File: src/sccws_pkg.sv
// Package for the comment and whitespace stripper: scan modes, character
// constants, step result struct and character class helpers. No dependencies.
`timescale 1ns / 1ps

package sccws_pkg;

    typedef enum logic [2:0] {
        MODE_NORMAL     = 3'd0,
        MODE_SPACE      = 3'd1,
        MODE_STRING     = 3'd2,
        MODE_SLASH      = 3'd3,
        MODE_LINE       = 3'd4,
        MODE_BLOCK      = 3'd5,
        MODE_BLOCK_STAR = 3'd6
    } scan_mode_t;

    localparam logic [7:0] CHAR_SLASH   = 8'h2F;
    localparam logic [7:0] CHAR_STAR    = 8'h2A;
    localparam logic [7:0] CHAR_NEWLINE = 8'h0A;
    localparam logic [7:0] CHAR_SPACE   = 8'h20;
    localparam logic [7:0] CHAR_QUOTE   = 8'h22;

    // Results of one step: up to two bytes, count 0..2.
    typedef struct packed {
        scan_mode_t  mode_next;
        logic [7:0]  prev_next;
        logic [1:0]  count;
        logic [7:0]  byte0;
        logic [7:0]  byte1;
    } step_result_t;

    function automatic logic is_blank(input logic [7:0] c);
        return (c == CHAR_SPACE) || (c >= 8'd9 && c <= 8'd13);
    endfunction

    function automatic logic is_word(input logic [7:0] c);
        return (c >= 8'h30 && c <= 8'h39) || (c >= 8'h41 && c <= 8'h5A) ||
               (c >= 8'h61 && c <= 8'h7A);
    endfunction

endpackage

File: src/sccws_step.sv
// Combinational scan step: next mode, remembered character and emitted bytes.
// Depends on sccws_pkg.
`timescale 1ns / 1ps

module sccws_step
    import sccws_pkg::*;
(
    input  scan_mode_t   mode,
    input  logic [7:0]   prev_char,
    input  logic [7:0]   in_char,
    input  logic         end_of_text,
    input  logic         strip_enable,
    output step_result_t result
);

    // Plain-text handling of the current byte
    scan_mode_t plain_mode;
    logic       plain_emit;
    logic       plain_prev;

    always_comb
    begin
        plain_emit = 1'b0;
        plain_prev = 1'b0;
        if (is_blank(in_char))
        begin
            plain_mode = MODE_SPACE;
        end
        else if (in_char == CHAR_QUOTE)
        begin
            plain_mode = MODE_STRING;
            plain_emit = 1'b1;
        end
        else if (in_char == CHAR_SLASH)
        begin
            plain_mode = MODE_SLASH;
        end
        else
        begin
            plain_mode = MODE_NORMAL;
            plain_emit = 1'b1;
            plain_prev = 1'b1;
        end
    end

    logic       pre_emit;
    logic [7:0] pre_byte;
    logic       main_emit;

    always_comb
    begin
        result.mode_next = mode;
        result.prev_next = prev_char;
        pre_emit         = 1'b0;
        pre_byte         = CHAR_SPACE;
        main_emit        = 1'b0;

        if (end_of_text)
        begin
            result.mode_next = MODE_NORMAL;
            result.prev_next = 8'd0;
        end
        else if (!strip_enable)
        begin
            main_emit = 1'b1;
        end
        else
        begin
            case (mode)
                MODE_SPACE:
                begin
                    if (!is_blank(in_char))
                    begin
                        pre_emit         = is_word(prev_char) && is_word(in_char);
                        main_emit        = plain_emit;
                        result.mode_next = plain_mode;
                        if (plain_prev)
                            result.prev_next = in_char;
                    end
                end
                MODE_STRING:
                begin
                    main_emit = 1'b1;
                    if (in_char == CHAR_QUOTE)
                    begin
                        result.prev_next = in_char;
                        result.mode_next = MODE_NORMAL;
                    end
                end
                MODE_SLASH:
                begin
                    if (in_char == CHAR_SLASH)
                        result.mode_next = MODE_LINE;
                    else if (in_char == CHAR_STAR)
                        result.mode_next = MODE_BLOCK;
                    else
                    begin
                        // lone slash: emit it, then treat the byte as text
                        pre_emit         = 1'b1;
                        pre_byte         = CHAR_SLASH;
                        main_emit        = plain_emit;
                        result.mode_next = plain_mode;
                        result.prev_next = plain_prev ? in_char : CHAR_SLASH;
                    end
                end
                MODE_LINE:
                begin
                    if (in_char == CHAR_NEWLINE)
                    begin
                        result.prev_next = in_char;
                        result.mode_next = MODE_NORMAL;
                    end
                end
                MODE_BLOCK:
                begin
                    if (in_char == CHAR_STAR)
                        result.mode_next = MODE_BLOCK_STAR;
                end
                MODE_BLOCK_STAR:
                begin
                    if (in_char == CHAR_SLASH)
                    begin
                        result.prev_next = in_char;
                        result.mode_next = MODE_NORMAL;
                    end
                    else if (in_char != CHAR_STAR)
                        result.mode_next = MODE_BLOCK;
                end
                default:
                begin
                    main_emit        = plain_emit;
                    result.mode_next = plain_mode;
                    if (plain_prev)
                        result.prev_next = in_char;
                end
            endcase
        end

        result.count = {1'b0, pre_emit} + {1'b0, main_emit};
        result.byte0 = pre_emit ? pre_byte : in_char;
        result.byte1 = in_char;
    end

endmodule

File: src/sccws_obuf.sv
// Result buffer: holds the one or two bytes of a step and drains them in
// order on the output channel. Depends on sccws_pkg.
`timescale 1ns / 1ps

module sccws_obuf
    import sccws_pkg::*;
(
    input  logic         clk,
    input  logic         rst_n,
    input  logic         push,
    input  step_result_t push_data,
    output logic         can_push,
    output logic         out_valid,
    input  logic         out_ready,
    output logic [7:0]   out_char,
    output logic         last
);

    logic       full_reg,  full_next;
    logic       two_reg,   two_next;
    logic       sel_reg,   sel_next;
    logic [7:0] byte0_reg, byte0_next;
    logic [7:0] byte1_reg, byte1_next;
    logic       pop_last;

    assign out_valid = full_reg;
    assign out_char  = sel_reg ? byte1_reg : byte0_reg;
    assign last      = sel_reg || !two_reg;
    assign pop_last  = full_reg && out_ready && last;
    assign can_push  = !full_reg || pop_last;

    always_comb
    begin
        full_next  = full_reg;
        two_next   = two_reg;
        sel_next   = sel_reg;
        byte0_next = byte0_reg;
        byte1_next = byte1_reg;
        if (full_reg && out_ready)
        begin
            // advance to the second byte, or drop the finished pair
            if (last)
                full_next = 1'b0;
            else
                sel_next = 1'b1;
        end
        if (push)
        begin
            full_next  = 1'b1;
            two_next   = push_data.count[1];
            sel_next   = 1'b0;
            byte0_next = push_data.byte0;
            byte1_next = push_data.byte1;
        end
    end

    always_ff @(posedge clk or negedge rst_n)
    begin
        if (!rst_n)
        begin
            full_reg <= 1'b0;
            two_reg  <= 1'b0;
            sel_reg  <= 1'b0;
        end
        else
        begin
            full_reg <= full_next;
            two_reg  <= two_next;
            sel_reg  <= sel_next;
        end
    end

    always_ff @(posedge clk)
    begin
        byte0_reg <= byte0_next;
        byte1_reg <= byte1_next;
    end

endmodule

File: src/source_comment_whitespace_stripper.sv
// An accepted item passes the input register, then the result buffer, before
// its first result shows. Throughput: one item per cycle while the result
// buffer takes each result; a two-byte item holds it until both bytes are out.
// Reset (rst_n, async low): scan mode normal, remembered character zero,
// stripping enabled, input and result registers empty.
// Depends on sccws_pkg, sccws_step and sccws_obuf.
`timescale 1ns / 1ps

module source_comment_whitespace_stripper
    import sccws_pkg::*;
(
    input  logic       clk,
    input  logic       rst_n,
    // configuration write channel: strip_enable
    input  logic       cfg_valid,
    output logic       cfg_ready,
    input  logic       cfg_data,
    // input item channel
    input  logic       in_valid,
    output logic       in_ready,
    input  logic [7:0] in_char,
    input  logic       end_of_text,
    // result item channel
    output logic       out_valid,
    input  logic       out_ready,
    output logic [7:0] out_char,
    output logic       last
);

    // Configuration register: the write is always taken at once.
    logic strip_enable_reg;

    assign cfg_ready = 1'b1;

    always_ff @(posedge clk or negedge rst_n)
    begin
        if (!rst_n)
            strip_enable_reg <= 1'b1;
        else if (cfg_valid && cfg_ready)
            strip_enable_reg <= cfg_data;
    end

    // Input register: holds one accepted item until the step can retire it.
    logic       in_full_reg;
    logic [7:0] char_reg;
    logic       eot_reg;

    // Scan state, updated only when an item retires so results stay in order.
    scan_mode_t mode_reg;
    logic [7:0] prev_reg;

    step_result_t step;
    logic         can_push;
    logic         needs_push;
    logic         advance;

    sccws_step u_step (
        .mode         (mode_reg),
        .prev_char    (prev_reg),
        .in_char      (char_reg),
        .end_of_text  (eot_reg),
        .strip_enable (strip_enable_reg),
        .result       (step)
    );

    // An item that emits nothing retires without touching the result buffer.
    assign needs_push = (step.count != 2'd0);
    assign advance    = in_full_reg && (!needs_push || can_push);
    assign in_ready   = !in_full_reg || advance;

    always_ff @(posedge clk or negedge rst_n)
    begin
        if (!rst_n)
        begin
            in_full_reg <= 1'b0;
            mode_reg    <= MODE_NORMAL;
            prev_reg    <= 8'd0;
        end
        else
        begin
            if (in_ready)
                in_full_reg <= in_valid;
            if (advance)
            begin
                mode_reg <= step.mode_next;
                prev_reg <= step.prev_next;
            end
        end
    end

    // Payload of the input register needs no reset.
    always_ff @(posedge clk)
    begin
        if (in_valid && in_ready)
        begin
            char_reg <= in_char;
            eot_reg  <= end_of_text;
        end
    end

    sccws_obuf u_obuf (
        .clk       (clk),
        .rst_n     (rst_n),
        .push      (advance && needs_push),
        .push_data (step),
        .can_push  (can_push),
        .out_valid (out_valid),
        .out_ready (out_ready),
        .out_char  (out_char),
        .last      (last)
    );

endmodule

File: config.mk
export PLATFORM = sky130hd
export DESIGN_NAME = source_comment_whitespace_stripper
export DESIGN_NICKNAME = d
export VERILOG_FILES = /design/src/sccws_pkg.sv /design/src/sccws_step.sv /design/src/sccws_obuf.sv /design/src/source_comment_whitespace_stripper.sv
export SDC_FILE = /design/constraint.sdc
export NUM_CORES = 1
export LEC_CHECK = 0
export BUFFER_PORTS_ARGS = -buffer_cell sky130_fd_sc_hd__buf_2
export CAP_MARGIN = 40
export CORE_ASPECT_RATIO = 1.5
export CORE_UTILIZATION = 60
export CTS_BUF_LIST = sky130_fd_sc_hd__clkbuf_8 sky130_fd_sc_hd__clkbuf_16
export DETAILED_ROUTE_END_ITERATION = 12
export PLACE_DENSITY_LB_ADDON = 0.3
export SYNTH_ARGS = -nofsm -noshare
export SYNTH_HDL_FRONTEND = slang
export SYNTH_HIERARCHICAL = 1
export SYNTH_SLANG_ARGS = --single-unit
File: constraint.sdc
create_clock -name clk -period 4.36 [get_ports clk]
set_input_delay 0.872 -clock clk [delete_from_list [all_inputs] [get_ports clk]]
set_output_delay 0.872 -clock clk [all_outputs]
set_load 0.02 [all_outputs]
==> metrics.txt <==
outcome=completed; Register Area=0.00115 mm^2; Top FF cell, synth=edfxtp_1; postcts setup bufs=0; slew at the pin with the worst max-slew slack=0.589 ns; Yosys warning total=6; Final Wtd Congestion=0.936; max cap viols=0; Synth Area in Simple Gates=0.184; Antenna diodes=0; Setup crit end kind=output pin; GRT Residual Overflow=0; Tcrit/Tclk final=0.922; Initial Utilization=0.624; Final Hold Viols=0; die height=86.2 um; cts hold-fix bufs=0; CTS root buf=clkbuf_8; FP Rows=30; setup TNS=0 ns; # DRC=0; P_leak=1.15 nW; launch point of the worst reg-to-reg path=char_reg[1]; multi-input gate area in the final layout=0.00144 mm^2; clock slew at reported path FFs=0.08 ns; max_slew headroom=0.603; WP data arrival=3.15 ns; Pre-antenna DRT Iters=4; worst vdd ir=0.277 mV; TritonCTS clock tree=built; Reg2Reg Setup Slack=1.08 ns; vias in the first global route=2,134; routed vias/inst=6.33; I/O pin cnt=27; Worst Reg-to-Reg Cells=10; Pwr Total=1.10 mW; CP dominant cell by count=o21ai_0; Cells after Synth=275; drt total wl=6970 um; PD cells=368 mW/mm^2; Mapped Nets=291; post-synthesis sequential area ratio=0.406; clk_skew=0.00498 ns; largest net degree at the start of global routing=21; CP Launch Point=char_reg[1]; worst-case clock buffer depth=2; core area=0.00454 mm^2; RSZ-0062 raised after global routing=no; mux contribution to synthesized area=0.0966; distinct cell type count after synthesis=73; Critical Path Source Type=flip-flop; CTS resizes=0; Async SR Flop Fraction=0.390; Syn-to-layout area delta=5.60%; CP Max Fanout=16; worst path cell trace=or4b_1, a21oi_1, o21ai_0, nand4_1, nand2_1, ha_1, o21ai_0, nor2_1, inv_1, buf_2; Largest delay share family, worst path=simple AND/OR/NAND/NOR gates; Synth Area in XOR/XNOR=0.00309; fraction of the mapped netlist area in adder cells=0.00441; layout cells sized above 1=0.262; endpoints failing setup=0; Post-DP HPWL=5370 um; Synth Area in Compound Gates=0.219; initial antenna violation count=0; vias after detailed routing=2,217; crit path time final=4.02 ns; DR iter-0 viols=94; Cell Area, Synth=0.00284 mm^2; Hold Path Class=primary input to async pin; Slowest cell on crit path=edfxtp_1; fmax=249 MHz; CTS Sinks=41; number of CTS-inserted buffers=5; WP buf/inv=2; WP data required=3.49 ns; Die Footprint=0.00501 mm^2; GRT Total Usage=0.303; main combinational cell family by area after synthesis=compound AO/OA/AOI/OAI gates; # port buffers=25; H-Tree Depth=2; max-slew violations=0; worst skew pair latency=0.29 ns; WP depth=10; Detail Route Antenna Nets=0; first-pass GRT wire length=11,000 um; fillers=375; Final nets=301; Post-synth EDFFs=25; CP endpoint=in_ready; routed len/inst=19.9 um; critical path type=flip-flop to output pin; syn_area_per_cell=10.3 um^2; die width=58.1 um; #FFs+latches synth=41; FF-to-FF End=char_reg[7]; setup ws final=0.339 ns; Max stage delay on crit path=0.60 ns; Post-Place Worst Slack=0.669 ns
==> power by group <==
part	internal, mW	switching (mW)
Clock	0.167	0.125
Combinational	0.127	0.159
Sequential	0.458	0.0670
==> Yosys cell counts (3+ instances only) <==
master,number,area (um^2)
a211oi_1,4,30.0
a21o_1,5,37.5
a21oi_1,13,65.1
a31oi_1,9,56.3
and3_1,5,31.3
buf_2,4,20.0
buf_4,10,75.1
buf_6,5,56.3
clkbuf_1,8,30.0
dfrtp_1,15,375
edfxtp_1,25,751
inv_1,8,30.0
mux2_2,11,124
mux2_4,10,150
nand2_1,8,30.0
nand2b_1,3,18.8
nand3_1,6,30.0
nand3b_1,4,30.0
nor2_1,26,97.6
nor2b_1,5,31.3
nor3_1,8,40.0
o21a_1,4,30.0
o21ai_0,14,70.1
o221ai_1,3,26.3
o31ai_1,4,30.0
or4b_1,3,30.0
==> cell type report <==
type | count | share of cell area
inverters | 8 | 0.0100
clock inverters | 3 | 0.0125
clock buffers | 5 | 0.0230
well taps | 64 | 0.0267
flip-flops and latches | 41 | 0.385
repair buffers | 33 | 0.0618
multi-input cells | 196 | 0.481
==> metrics by stage <==
stage | utilization | cells | hold WS (ns) | cell area [um^2]
floorplan | - | 275 | 0.479 | 2840
global placement | 0.636 | 342 | 0.522 | 2890
detailed placement | 0.636 | 342 | 0.527 | 2890
CTS | 0.659 | 350 | 0.495 | 2990
global route | 0.659 | 350 | 0.491 | 2990
finish | 0.659 | 350 | 0.489 | 2990
==> placed cells by master, fill, tap and decap left out, types with 2 or more instances in the layout <==
master and instances:
a211oi_1 4, o31ai_1 4, inv_1 9, nor3b_1 2, o31a_1 2, nand3b_1 4, a21oi_1 13, nand3_1 6
o221ai_1 3, buf_2 25, nand4_1 2, o21ai_0 14, nor2_1 26, nand2_1 8, nand2b_1 3, nor2b_1 5
dfrtp_1 15, o21ai_2 2, o21a_1 4, a21o_1 5, clkbuf_8 5, or2_2 2, or4_1 2, mux2_4 10
nor3_1 8, mux2_2 11, or4b_1 3, edfxtp_1 25, a31oi_1 9, o211ai_1 2, and3_1 5, buf_4 8
a32o_1 2
==> routing by layer <==
layer,global-route usage,vias to the layer above,part of all wire
li1,-,1052,-
met1,0.329,1064,0.38
met2,0.516,73,0.51
met3,0.0582,28,0.038
met4,0.219,0,0.069
met5,0,-,0
==> cell families after synthesis <==
logic type / after synthesis
AND/OR/NAND/NOR: 89
AO/OA/AOI/OAI: 83
flip-flops: 41
buffers and inverters: 38
multiplexers: 21
adder cells (fa/ha/maj): 1
other: 1
XOR/XNOR: 1
==> worst min-delay path by stage <==
| stage | from | end | slack [ns] | cells after the start |
|---|---|---|---|---|
| floorplan | mode_reg[1] | mode_reg[1] | 0.48 | 1 |
| global placement | prev_reg[7] | prev_reg[7] | 0.52 | 1 |
| detailed placement | prev_reg[7] | prev_reg[7] | 0.53 | 1 |
| CTS | rst_n | u_obuf/two_reg | 0.49 | 1 |
| global route | rst_n | prev_reg[4] | 0.49 | 1 |
| finish | rst_n | prev_reg[6] | 0.49 | 1 |
(Power assumes the default switching activity.)
